--- src/hw/rtl/lcdtcg_pkg.sv ---
// Shared types, codes and constants of the LCD text command generator.
package lcdtcg_pkg;

    typedef enum logic [1:0] {
        CMD_INIT = 2'd0,
        CMD_CHAR = 2'd1,
        CMD_NUM  = 2'd2,
        CMD_NONE = 2'd3
    } cmd_t;

    localparam logic [7:0] LCD_CLEAR    = 8'h01;
    localparam logic [7:0] LCD_FUNC_SET = 8'h38;
    localparam logic [7:0] LCD_ENTRY    = 8'h06;
    localparam logic [7:0] LCD_DISP_ON  = 8'h0C;
    localparam logic [7:0] LCD_LINE1    = 8'h80;
    localparam logic [7:0] LCD_LINE2    = 8'h80 + 8'h40;
    localparam logic [7:0] ASCII_ZERO   = 8'h30;

    localparam int VALUE_W = 16;
    localparam int BCD_W   = 20;
    localparam int SLOT_W  = 3;

    localparam logic [1:0] LINE_ONE = 2'd1;
    localparam logic [1:0] LINE_TWO = 2'd2;

    // Commands from the controller to the datapath.
    typedef struct packed {
        logic load;      // capture the request
        logic conv_step; // one double-dabble step
        logic slot_inc;  // move to the next write slot
        logic out_load;  // place the current slot's write in the output register
    } ctrl_cmd_t;

    // Status from the datapath to the controller.
    typedef struct packed {
        cmd_t kind;
        logic conv_last;
        logic slot_present;
        logic slot_final;
        logic out_free;
    } dp_status_t;

endpackage

--- src/hw/rtl/lcdtcg_ctrl.sv ---
// Controller state machine of the LCD text command generator.
module lcdtcg_ctrl import lcdtcg_pkg::*; (
    input  logic       aclk,
    input  logic       aresetn,
    input  logic       s_tvalid,
    output logic       s_tready,
    input  dp_status_t status,
    output ctrl_cmd_t  ctrl
);

    typedef enum logic [3:0] {
        ST_IDLE     = 4'b0001,
        ST_DISPATCH = 4'b0010,
        ST_CONV     = 4'b0100,
        ST_EMIT     = 4'b1000
    } state_t;

    state_t state_reg, state_next;

    always_ff @(posedge aclk) begin
        if (!aresetn) begin
            state_reg <= ST_IDLE;
        end else begin
            state_reg <= state_next;
        end
    end

    assign s_tready = (state_reg == ST_IDLE);

    always_comb begin
        state_next = state_reg;
        ctrl       = '0;
        case (state_reg)
            ST_IDLE: begin
                if (s_tvalid) begin
                    ctrl.load  = 1'b1;
                    state_next = ST_DISPATCH;
                end
            end
            ST_DISPATCH: begin
                case (status.kind)
                    CMD_NUM:  state_next = ST_CONV;
                    CMD_NONE: state_next = ST_IDLE;
                    default:  state_next = ST_EMIT;
                endcase
            end
            ST_CONV: begin
                ctrl.conv_step = 1'b1;
                if (status.conv_last) begin
                    state_next = ST_EMIT;
                end
            end
            ST_EMIT: begin
                if (!status.slot_present) begin
                    ctrl.slot_inc = 1'b1;
                end else if (status.out_free) begin
                    ctrl.out_load = 1'b1;
                    if (status.slot_final) begin
                        state_next = ST_IDLE;
                    end else begin
                        ctrl.slot_inc = 1'b1;
                    end
                end
            end
            default: state_next = ST_IDLE;
        endcase
    end

endmodule

--- src/hw/rtl/lcdtcg_datapath.sv ---
// Datapath: request registers, bit-serial BCD converter, write selection, output register.
module lcdtcg_datapath import lcdtcg_pkg::*; (
    input  logic        aclk,
    input  logic        aresetn,
    input  logic [23:0] s_tdata,
    input  logic [1:0]  s_tuser,
    input  ctrl_cmd_t   ctrl,
    output dp_status_t  status,
    input  logic        m_tready,
    output logic        m_tvalid,
    output logic [7:0]  m_tdata,
    output logic        m_tuser,
    output logic        m_tlast
);

    cmd_t                cmd_reg, cmd_next;
    logic [1:0]          line_reg, line_next;
    logic [4:0]          column_reg, column_next;
    logic [VALUE_W-1:0]  value_reg, value_next;
    logic [BCD_W-1:0]    bcd_reg, bcd_next;
    logic [3:0]          bit_cnt_reg, bit_cnt_next;
    logic [SLOT_W-1:0]   slot_reg, slot_next;
    logic                out_valid_reg, out_valid_next;
    logic [7:0]          out_byte_reg, out_byte_next;
    logic                out_rs_reg, out_rs_next;
    logic                out_last_reg, out_last_next;

    logic [BCD_W-1:0]    bcd_adj;
    logic                pos_present;
    logic [7:0]          pos_byte;
    logic [3:0]          digit;
    logic                z0, z1, z2;
    logic                wr_present, wr_rs, wr_final;
    logic [7:0]          wr_byte;

    // Add three to every BCD digit of five or more before the shift.
    always_comb begin
        for (int i = 0; i < BCD_W / 4; i++) begin
            bcd_adj[i*4 +: 4] = (bcd_reg[i*4 +: 4] >= 4'd5) ?
                                bcd_reg[i*4 +: 4] + 4'd3 : bcd_reg[i*4 +: 4];
        end
    end

    assign pos_present = (line_reg == LINE_ONE) || (line_reg == LINE_TWO);
    assign pos_byte    = ((line_reg == LINE_TWO) ? LCD_LINE2 : LCD_LINE1) + {3'b000, column_reg}
                         - 8'd1;

    assign z0 = (bcd_reg[19:16] == 4'd0);
    assign z1 = z0 && (bcd_reg[15:12] == 4'd0);
    assign z2 = z1 && (bcd_reg[11:8] == 4'd0);

    always_comb begin
        case (slot_reg)
            3'd1:    digit = bcd_reg[19:16];
            3'd2:    digit = bcd_reg[15:12];
            3'd3:    digit = bcd_reg[11:8];
            3'd4:    digit = bcd_reg[7:4];
            default: digit = bcd_reg[3:0];
        endcase
    end

    // Write for the current slot of the request.
    always_comb begin
        wr_present = 1'b1;
        wr_rs      = 1'b0;
        wr_final   = 1'b0;
        wr_byte    = pos_byte;
        case (cmd_reg)
            CMD_INIT: begin
                case (slot_reg)
                    3'd0:    wr_byte = LCD_CLEAR;
                    3'd1:    wr_byte = LCD_FUNC_SET;
                    3'd2:    wr_byte = LCD_ENTRY;
                    default: wr_byte = LCD_DISP_ON;
                endcase
                wr_final = (slot_reg == 3'd3);
            end
            CMD_CHAR: begin
                if (slot_reg == 3'd0) begin
                    wr_present = pos_present;
                end else begin
                    wr_rs    = 1'b1;
                    wr_byte  = value_reg[7:0];
                    wr_final = 1'b1;
                end
            end
            CMD_NUM: begin
                if (slot_reg == 3'd0) begin
                    wr_present = pos_present;
                end else begin
                    wr_rs    = 1'b1;
                    wr_byte  = ASCII_ZERO + {4'b0000, digit};
                    wr_final = (slot_reg == 3'd5);
                    case (slot_reg)
                        3'd1:    wr_present = !z0;
                        3'd2:    wr_present = !z1;
                        3'd3:    wr_present = !z2;
                        default: wr_present = 1'b1;
                    endcase
                end
            end
            default: wr_present = 1'b0;
        endcase
    end

    always_comb begin
        cmd_next     = cmd_reg;
        line_next    = line_reg;
        column_next  = column_reg;
        value_next   = value_reg;
        bcd_next     = bcd_reg;
        bit_cnt_next = bit_cnt_reg;
        slot_next    = slot_reg;
        if (ctrl.load) begin
            cmd_next     = cmd_t'(s_tuser);
            line_next    = s_tdata[1:0];
            column_next  = s_tdata[6:2];
            value_next   = s_tdata[22:7];
            bcd_next     = '0;
            bit_cnt_next = '0;
            slot_next    = '0;
        end else begin
            if (ctrl.conv_step) begin
                bcd_next     = {bcd_adj[BCD_W-2:0], value_reg[VALUE_W-1]};
                value_next   = {value_reg[VALUE_W-2:0], 1'b0};
                bit_cnt_next = bit_cnt_reg + 4'd1;
            end
            if (ctrl.slot_inc) begin
                slot_next = slot_reg + 3'd1;
            end
        end
    end

    always_comb begin
        out_valid_next = out_valid_reg;
        out_byte_next  = out_byte_reg;
        out_rs_next    = out_rs_reg;
        out_last_next  = out_last_reg;
        if (ctrl.out_load) begin
            out_valid_next = 1'b1;
            out_byte_next  = wr_byte;
            out_rs_next    = wr_rs;
            out_last_next  = wr_final;
        end else if (m_tready) begin
            out_valid_next = 1'b0;
        end
    end

    always_ff @(posedge aclk) begin
        if (!aresetn) begin
            out_valid_reg <= 1'b0;
            cmd_reg       <= CMD_NONE;
            bit_cnt_reg   <= '0;
            slot_reg      <= '0;
        end else begin
            out_valid_reg <= out_valid_next;
            cmd_reg       <= cmd_next;
            bit_cnt_reg   <= bit_cnt_next;
            slot_reg      <= slot_next;
        end
    end

    always_ff @(posedge aclk) begin
        line_reg     <= line_next;
        column_reg   <= column_next;
        value_reg    <= value_next;
        bcd_reg      <= bcd_next;
        out_byte_reg <= out_byte_next;
        out_rs_reg   <= out_rs_next;
        out_last_reg <= out_last_next;
    end

    assign status.kind         = cmd_reg;
    assign status.conv_last    = (bit_cnt_reg == 4'd15);
    assign status.slot_present = wr_present;
    assign status.slot_final   = wr_final;
    assign status.out_free     = !out_valid_reg || m_tready;

    assign m_tvalid = out_valid_reg;
    assign m_tdata  = out_byte_reg;
    assign m_tuser  = out_rs_reg;
    assign m_tlast  = out_last_reg;

endmodule

--- src/hw/rtl/lcd_text_command_generator.sv ---
// Top level of the LCD text command generator: controller plus datapath.
// Flow: a taken request goes through the dispatch state, the bit-serial BCD conversion
// (number only, 16 BCD steps) and the emit state, which offers its writes in slot order
// and skips unneeded slots, one write slot per cycle while the output register is free.
// A new request is taken once the last write is loaded; a none request ends at dispatch.
// Reset: synchronous, active low; clears the controller state and the output valid flag.
module lcd_text_command_generator import lcdtcg_pkg::*; (
    input  logic        aclk,
    input  logic        aresetn,
    // Request channel.
    input  logic        s_tvalid,
    output logic        s_tready,
    input  logic [23:0] s_tdata,   // line[1:0], column[6:2], value[22:7], zero pad[23]
    input  logic [1:0]  s_tuser,   // cmd[1:0]
    // LCD bus write channel.
    output logic        m_tvalid,
    input  logic        m_tready,
    output logic [7:0]  m_tdata,   // bus_byte[7:0]
    output logic        m_tuser,   // reg_select[0]
    output logic        m_tlast    // last write of the request
);

    ctrl_cmd_t  ctrl;
    dp_status_t status;

    // The controller takes one request at a time, walks it through the BCD
    // conversion when it shows a number, then steps through up to six write
    // slots; slots that are not needed (position for other lines, leading
    // zeros in the top three digits) are skipped.
    lcdtcg_ctrl u_ctrl (
        .aclk     (aclk),
        .aresetn  (aresetn),
        .s_tvalid (s_tvalid),
        .s_tready (s_tready),
        .status   (status),
        .ctrl     (ctrl)
    );

    // The datapath holds the request, the double-dabble converter and the
    // output register, which holds a finished write until the bus takes it.
    lcdtcg_datapath u_datapath (
        .aclk     (aclk),
        .aresetn  (aresetn),
        .s_tdata  (s_tdata),
        .s_tuser  (s_tuser),
        .ctrl     (ctrl),
        .status   (status),
        .m_tready (m_tready),
        .m_tvalid (m_tvalid),
        .m_tdata  (m_tdata),
        .m_tuser  (m_tuser),
        .m_tlast  (m_tlast)
    );

endmodule

--- config.mk ---
export PLATFORM = sky130hd
export DESIGN_NAME = lcd_text_command_generator
export DESIGN_NICKNAME = d
export VERILOG_FILES = /design/src/hw/rtl/lcdtcg_pkg.sv /design/src/hw/rtl/lcdtcg_ctrl.sv /design/src/hw/rtl/lcdtcg_datapath.sv /design/src/hw/rtl/lcd_text_command_generator.sv
export SDC_FILE = /design/constraint.sdc
export NUM_CORES = 1
export LEC_CHECK = 0
export ABC_AREA = 1
export ABC_CLOCK_PERIOD_IN_PS = 2670
export BUFFER_PORTS_ARGS = -buffer_cell sky130_fd_sc_hd__buf_4
export CAP_MARGIN = 0
export CORE_AREA = 4 4 92 94
export CTS_CLUSTER_SIZE = 8
export DETAILED_ROUTE_END_ITERATION = 8
export DIE_AREA = 0 0 96 98
export GPL_ROUTABILITY_DRIVEN = 0
export HOLD_SLACK_MARGIN = 0.05
export PLACE_DENSITY = 0.7
export SETUP_SLACK_MARGIN = 0.02
export SYNTH_ARGS = -nofsm -noshare
export SYNTH_HDL_FRONTEND = slang
export SYNTH_HIERARCHICAL = 1
export SYNTH_SLANG_ARGS = --single-unit
--- constraint.sdc ---
create_clock -name aclk -period 2.67 [get_ports aclk]
set_input_delay 0.267 -clock aclk [delete_from_list [all_inputs] [get_ports aclk]]
set_output_delay 0.267 -clock aclk [all_outputs]
set_load 0.02 [all_outputs]
* After elaboration in Yosys (flattened, before gate mapping)
Cells that the tools add are included.
** Cells by class
- Reduce and logical (&&, ||, !) cells :: 18
- Bitwise logic cells :: 1
- Equal/unequal tests :: 20
- Multiplexer cells :: 37
- $lt $le $gt $ge :: 5
- Add/subtract/negate cells :: 10
** Operator list (number)
- $mux 4 :: 9
- $mux 16 :: 2
- $pmux 4 s4 :: 2
- $pmux 8 s3 :: 1
- $ge 4x3->1 const B :: 5
- $pmux 6 s3 :: 1
- $add 4x2->4 const B :: 4
- $mux 8 :: 2
- $logic_not 4->1 :: 3
- $mux 1 :: 12
- $pmux 1 s3 :: 3
- $add 8x5->8 :: 1
- $eq 4x4->1 const B :: 2
- $pmux 4 s2 :: 1
- $sub 8x1->8 const B :: 1
- $add 6x4->7 const A :: 1
- $mux 7 :: 1
- $eq 2x2->1 const B :: 3
- $eq 3x2->1 const B :: 2
- $eq 3x3->1 const B :: 2
- $ne 2x2->1 const B :: 3
- $reduce_and 5->1 :: 1
- $add 4x1->4 const B :: 1
- $eq 2x1->1 const B :: 2
- other kinds (17) :: 26
** Word-level totals
- Output and inout port bits :: 12
- Flip-flop bits (word level) :: 67

* Longest topological paths before layout
Gate-level depths: netlist of the first run.
- Depth after elaboration :: 10
- Depth in mapped cells :: 16
- Mapped depth without buffers :: 15

* Cells and area by module
Netlist of the first run, hierarchy kept.
** Modules (own cells, without submodules)
- lcdtcg_datapath :: instances 1, cells each 421, area each 3454.6 µm², sequential area each 1591.5 µm²
- lcdtcg_ctrl :: instances 1, cells each 51, area each 291.5 µm², sequential area each 80.1 µm²

* Least setup slack after synthesis of the first run
Ideal clock, no wire load.
- Kind :: register -> register
- From :: reg u_datapath.slot_reg[0]
- To :: reg u_datapath.out_byte_reg[0] (netlist: u_datapath/m_tdata[0]) (enable)
- Arrival :: 1861 ps
- Cell stages (with the launch flop) :: 12
- Library setup time :: 378 ps
- Slack :: 431 ps
- Path buffers :: 1
- Data required time :: 2292 ps
- Period minus slack after synthesis :: 2239 ps
- Cells stage by stage :: dfxtp_1 -> ha_1 -> ha_1 -> inv_1 -> a21oi_1 -> nor3_1 -> nand3_1 -> nand3_1 -> a21oi_1 -> buf_4 -> nand2_1 -> nor2_1
** RTL lines
- from (decl) :: RTL line lcdtcg_datapath.sv:22 : logic [SLOT_W-1:0] slot_reg, slot_next;
- from (signal assigned) :: RTL line lcdtcg_datapath.sv:159 : slot_reg <= slot_next;
- to (signal assigned) :: RTL line lcdtcg_datapath.sv:168 : out_byte_reg <= out_byte_next;
- to (decl) :: RTL line lcdtcg_datapath.sv:24 : logic [7:0] out_byte_reg, out_byte_next;

==> results by group, run 1 <==
Routing
  • Post-route ant nets: 0
  • Drt drc: 0
  • Total number of vias: 3235
  • Routed vias/inst: 5.135
  • Total Wirelength: 8394 microns
  • Detailed router's first-iteration violation count: 197
  • WL/cell: 13.32 microns
  • DRT Pass-1 Iters: 7

Finish
  • # diodes: 0
  • Util after Layout: 0.5762
  • Reg area: 1672 sq um
  • Number of flip-flops in the largest register: 20
  • Commonest cells after routing, fill and taps aside: 104 x nand2_1, 77 x inv_1, 50 x buf_4
  • FILL cells: 701
  • Fraction of layout cells with a size suffix above 1: 0.1534
  • Multi-input gate area: 1702 sq um
  • Nets: 577
  • Commonest non-fill, non-tap cell in the layout: nand2_1
  • Area Overhead vs Synth: 17.64%

Timing
  • Relative slew slack: 0.6517
  • Final setup TNS: 0 ns
  • RSZ-0062 raised after global routing: no
  • Final hold violation count: 0
  • Hold Slack: 0.09588 ns
  • Final slew viol count: 0
  • Final setup viols: 0
  • Worst clock skew: 0.01104 ns
  • Fin crit period: 2.333 ns
  • Final critical-path share of the clock period: 0.8739
  • Worst-Margin Slew: 0.5218 ns
  • Fmax: 428.6 MHz
  • Setup slack after layout: 0.3366 ns

Critical path
  • R2R setup slack: 0.34 ns
  • Crit path top cell by count: nand3_1
  • CP arrival: 2.38 ns
  • Worst Path Max Fanout: 8
  • Crit-path cells: inv_1, ha_1, nand2_1, nor2_1, nand3_1, o21ai_0, nand3_1, nand3_1, a21oi_1, nand2_1, nor2_1, buf_4
  • CP Class: flip-flop to flip-flop
  • Required @ worst endpoint: 2.72 ns
  • Worst setup EP type: flip-flop
  • Max incr delay on CP: 0.40 ns
  • Crit-path slowest cell: dfxtp_1
  • Crit path launch type: flip-flop

Placement
  • DP HPWL: 6278 microns
  • Place WS: 0.3531 ns
  • PortBufs: 40

Floorplan
  • Top-Level Pins: 42
  • Die Wd: 96 microns
  • Starting Density: 0.4899
  • # rows: 32
  • DIE AREA: 9408 sq um
  • Core Box Area: 7647 sq um
  • Die height: 98 microns

Synth
  • Syn nets: 526
  • Cell area after synthesis: 3746 sq um
  • Warnings, synthesis: 6
  • #FFs+latches synth: 67
  • Gate Count Post-Synth: 472
  • Avg Cell Area, Syn: 7.937 sq um
  • Cell variety after synth: 37
  • Post-synthesis sequential area ratio: 0.4462

Power
  • Pwr/cell area: 585.5 nW/um^2
  • Maximum vdd drop: 0.3250 mV
  • Leakage power: 1.967 nW
  • Power, Total: 2.580 mW

Global route
  • Initial antenna violation count: 0
  • Gr ovfl total: 0
  • Busiest grt layer: met2
  • Met3 Use GR: 0.02928
  • Largest net degree at the start of global routing: 29
  • First-pass GRT wire length: 14250 microns
  • Gr usage total: 0.1916
  • M2 GR Usage: 0.3059
  • Met1 global-route usage: 0.2537
  • Number of global-route vias before repair: 3084

CTS
  • Root buffer cell: clkbuf_8
  • CTS Buffer Depth: 2
  • # Post-CTS Setup Buffers: 0
  • Total CTS buffers: 9
  • Post_cts resized: 0
  • Worst skew pair latency: 0.34 ns
  • Clk pin slew, worst setup/hold paths: 0.07 ns
  • CTS tree: yes
  • Cts hold-fix bufs: 0
  • Clock sink count: 67
  • H-tree levels: 3

Run status
  • Status: finished clean

Worst hold path
  • Hold WC Path Type: input port to flip-flop

Flow run
  • Max-Cap Viols: 0
==> worst paths after layout <==
check	from	endpoint	cells past startpoint
worst min-delay path	s_tdata[0]	u_datapath/line_reg[0]	1
worst max-delay path	u_datapath/bcd_reg[16]	u_datapath/m_tdata[0]	12
worst max register to register	u_datapath/bcd_reg[16]	u_datapath/m_tdata[0]	12
worst min register to register	u_datapath/bit_cnt_reg[3]	u_datapath/bit_cnt_reg[3]	1
==> through the flow <==
step                area (sq um)  cells
floorplan                   3746    472
global placement            4194    614
detailed placement          4194    614
CTS                         4407    630
global route                4407    630
finish                      4407    630
==> cell usage after synthesis, drive strengths merged <==
master | number | area (sq um)
a211oi | 1 | 7.510
a21oi | 26 | 130.1
a221oi | 1 | 8.760
a31oi | 3 | 18.77
a32o | 2 | 20.02
buf | 7 | 46.29
clkbuf | 3 | 11.26
dfxtp | 34 | 680.7
edfxtp | 33 | 991.0
ha | 24 | 300.3
inv | 84 | 317.8
nand2 | 105 | 396.6
nand3 | 31 | 165.2
nand3b | 1 | 7.510
nand4 | 1 | 6.260
nor2 | 34 | 151.4
nor3 | 8 | 40.04
nor3b | 1 | 7.510
o211ai | 6 | 45.04
o21ai | 46 | 245.2
o22ai | 12 | 75.07
o31ai | 2 | 15.01
o32ai | 1 | 8.760
or2 | 1 | 6.260
xnor2 | 1 | 8.760
xor2 | 4 | 35.03
==> power by group <==
| part | total (mW) | internal [mW] | leakage, nW | switching (mW) |
|---|---|---|---|---|
| clock network | 0.886 | 0.509 | 0.105 | 0.377 |
| logic | 0.466 | 0.161 | 1.28 | 0.306 |
| registers | 1.23 | 1.19 | 0.586 | 0.0398 |
==> layout make-up <==
type                            instances  share of cell area
Clock buffer                           12             0.03776
Clock inverter                          4             0.01051
Inverter                               84             0.07212
Multi-Input combinational cell        311              0.3861
Sequential cell                        67              0.3793
Tap cell                              102             0.02896
Timing Repair Buffer                   50             0.08518
==> layer usage <==
layer  routed length [microns]  up-vias
met4                       144        0
li1                          -     1659
met5                         0        -
met1                      3862     1481
met2                      3939       84
met3                       447       11
==> cells by family (layout without fill, tap and decap cells) <==
| family | count (synthesis) | after routing | synth area share |
|---|---|---|---|
| flip-flops | 67 | 67 | 0.4462 |
| AND/OR/NAND/NOR | 182 | 182 | 0.2084 |
| AO/OA/AOI/OAI | 100 | 100 | 0.1533 |
| XOR/XNOR | 5 | 5 | 0.01169 |
| adder cells (fa/ha/maj) | 24 | 24 | 0.08016 |
| buffers and inverters | 94 | 150 | 0.1002 |
==> critical path, delay by kind of cell (launching register included) <==
family / cells / cell delay [ns]
buf+inv: 2 / 0.33
fa+ha+maj: 1 / 0.24
simple gates: 7 / 0.75
flops: 1 / 0.40
compound gates: 2 / 0.32
No activity file was read; power rests on OpenSTA's default activity.
==> run 2: changes to the inputs <==
--- a/config.mk
+++ b/config.mk
@@ -6,7 +6,7 @@
 export NUM_CORES = 1
 export LEC_CHECK = 0
 export ABC_AREA = 1
-export ABC_CLOCK_PERIOD_IN_PS = 2670
+export ABC_CLOCK_PERIOD_IN_PS = 2900
 export BUFFER_PORTS_ARGS = -buffer_cell sky130_fd_sc_hd__buf_4
 export CAP_MARGIN = 0
 export CORE_AREA = 4 4 92 94
==> constraint.sdc (replaced) <==
create_clock -name aclk -period 2.9 [get_ports aclk]
set_input_delay 0.29 -clock aclk [delete_from_list [all_inputs] [get_ports aclk]]
set_output_delay 0.29 -clock aclk [all_outputs]
set_load 0.02 [all_outputs]
==> run 2 against run 1 <==
- non-clock buffer count decreased by 1
- critical endpoint is now u_datapath/m_tdata[1]
- cell count is 0.16% lower
- first-iteration DRC count rose by 15%
- critical path type unchanged
- clock power shrank 9.7%
- largest power group unchanged
- critical path depth fell by 1
- routed wire length shrank 0.68%
- flip-flop and latch count unchanged
- total power is 8.3% lower
- worst setup slack gained 0.21 ns
- utilization is 0.21 points lower
- sequential power down 8%
==> results by group, run 2 (same netlist as run 1, synthesis figures left out) <==
Worst hold path
  • Hold depth: 1
  • Worst hold start: s_tdata[1]
  • Hold WC Path Type: input port to flip-flop
  • Hold EP: u_datapath/line_reg[1]

Routing
  • Drt drc: 0
  • WL/cell: 13.25 microns
  • Detailed router's first-iteration violation count: 227
  • DRT Pass-1 Iters: 4
  • Routed vias/inst: 5.226
  • Total number of vias: 3287
  • Post-route ant nets: 0
  • Total Wirelength: 8337 microns

Global route
  • Met1 global-route usage: 0.2505
  • Initial antenna violation count: 0
  • M2 GR Usage: 0.2916
  • Met3 Use GR: 0.02928
  • Largest net degree at the start of global routing: 29
  • Busiest grt layer: met2
  • Gr usage total: 0.1863
  • Number of global-route vias before repair: 3077
  • First-pass GRT wire length: 13790 microns
  • Gr ovfl total: 0

Timing
  • Worst clock skew: 0.007866 ns
  • Final setup TNS: 0 ns
  • Fmax: 425.7 MHz
  • Final slew viol count: 0
  • Final setup viols: 0
  • Final critical-path share of the clock period: 0.8099
  • Relative slew slack: 0.6400
  • RSZ-0062 raised after global routing: no
  • Final hold violation count: 0
  • Fin crit period: 2.349 ns
  • Hold Slack: 0.1198 ns
  • Worst-Margin Slew: 0.5395 ns

Finish
  • # diodes: 0
  • FILL cells: 688
  • Final instance area: 4390 sq um
  • Fraction of layout cells with a size suffix above 1: 0.1518
  • Number of flip-flops in the largest register: 20
  • Nets: 576
  • Commonest non-fill, non-tap cell in the layout: nand2_1
  • Area Overhead vs Synth: 17.20%
  • Commonest cells after routing, fill and taps aside: 104 x nand2_1, 77 x inv_1, 49 x buf_4

Floorplan
  • Top-Level Pins: 42
  • Die Wd: 96 microns
  • Die height: 98 microns
  • Starting Density: 0.4899
  • DIE AREA: 9408 sq um
  • # rows: 32
  • Core Box Area: 7647 sq um

Power
  • Maximum vdd drop: 0.3594 mV
  • Pwr/cell area: 538.9 nW/um^2
  • Combinational cell fraction of total power: 0.185
  • Clk pwr share: 0.338
  • Leakage power: 1.961 nW
  • Pint: 1.688 mW
  • Net Sw Power: 0.6782 mW
  • Reg power frac: 0.477
  • Sw Share: 0.2866

Critical path
  • FF-to-FF path depth: 11
  • CP delay by family, top: simple AND/OR/NAND/NOR gates
  • Required @ worst endpoint: 2.95 ns
  • Worst Path Max Fanout: 8
  • Crit path launch type: flip-flop
  • Worst r2r src: u_datapath/slot_reg[0]
  • Max incr delay on CP: 0.40 ns
  • R2R setup slack: 0.55 ns
  • Reg-to-reg endpoint: u_datapath/m_tdata[1]
  • CP Class: flip-flop to flip-flop
  • CP arrival: 2.40 ns
  • Crit-path cells: ha_1, ha_1, inv_1, a21oi_1, nor3_1, nand3_1, nand3_1, a21oi_1, nand2_1, nor2_1, buf_4
  • Crit-path slowest cell: dfxtp_1
  • CP bufs+invs: 2
  • Worst setup EP type: flip-flop

Flow run
  • Max-Cap Viols: 0

Placement
  • DP HPWL: 6171 microns
  • Cell Area, Placed: 4187 sq um
  • PortBufs: 40

CTS
  • CTS tree: yes
  • Cts hold-fix bufs: 0
  • Root buffer cell: clkbuf_8
  • Worst skew pair latency: 0.34 ns
  • CTS Buffer Depth: 2
  • Clock sink count: 67
  • H-tree levels: 3
  • # Post-CTS Setup Buffers: 0
  • Post_cts resized: 0
  • Total CTS buffers: 9
  • Clk pin slew, worst setup/hold paths: 0.07 ns

Run status
  • Status: finished clean
[run 2: layout make-up]
class                           count  area [sq um]  area share
Multi-Input combinational cell    311          1702      0.3876
Tap cell                          102         127.6     0.02907
Clock inverter                      5         51.30     0.01168
Inverter                           84         317.8     0.07239
Timing Repair Buffer               49         367.9     0.08378
Sequential cell                    67          1672      0.3807
Clock buffer                       11         152.6     0.03477
[run 2: stage by stage]
step | worst slack (ns) | std cells | power, mW | utilization
floorplan | 0.6612 | 472 | 1.437 | -
global placement | 0.6093 | 613 | 1.570 | 0.5474
detailed placement | 0.5486 | 613 | 1.581 | 0.5474
CTS | 0.5404 | 629 | 2.380 | 0.5741
global route | 0.3632 | 629 | 2.488 | 0.5741
finish | 0.5512 | 629 | 2.366 | 0.5741
[run 2: metal layers]
| metal | wire (microns) | part of all wire |
|---|---|---|
| met3 | 489 | 0.059 |
| met1 | 3747 | 0.45 |
| met2 | 3920 | 0.47 |
| met4 | 180 | 0.022 |
| met5 | 0 | 0 |
[run 2: worst max-delay path by stage]
| stage | from | to | slack (ns) | depth (start not counted) |
|---|---|---|---|---|
| floorplan | u_datapath/slot_reg[0] | u_datapath/m_tdata[0] | 0.66 | 11 |
| global route | u_datapath/slot_reg[0] | u_datapath/m_tdata[4] | 0.36 | 11 |
| CTS | u_datapath/slot_reg[0] | u_datapath/m_tdata[1] | 0.54 | 11 |
| finish | u_datapath/slot_reg[0] | u_datapath/m_tdata[1] | 0.55 | 11 |
| detailed placement | u_datapath/slot_reg[0] | u_datapath/m_tdata[1] | 0.55 | 11 |
| global placement | u_datapath/slot_reg[0] | u_datapath/m_tdata[3] | 0.61 | 11 |
[run 2: power groups by stage]
stage | Sequential (mW) | Combinational (mW) | Clock (mW)
finish | 1.13 | 0.438 | 0.800
global route | 1.14 | 0.496 | 0.856
CTS | 1.13 | 0.437 | 0.816
detailed placement | 1.15 | 0.433 | 0
global placement | 1.15 | 0.422 | 0
floorplan | 1.14 | 0.299 | 0
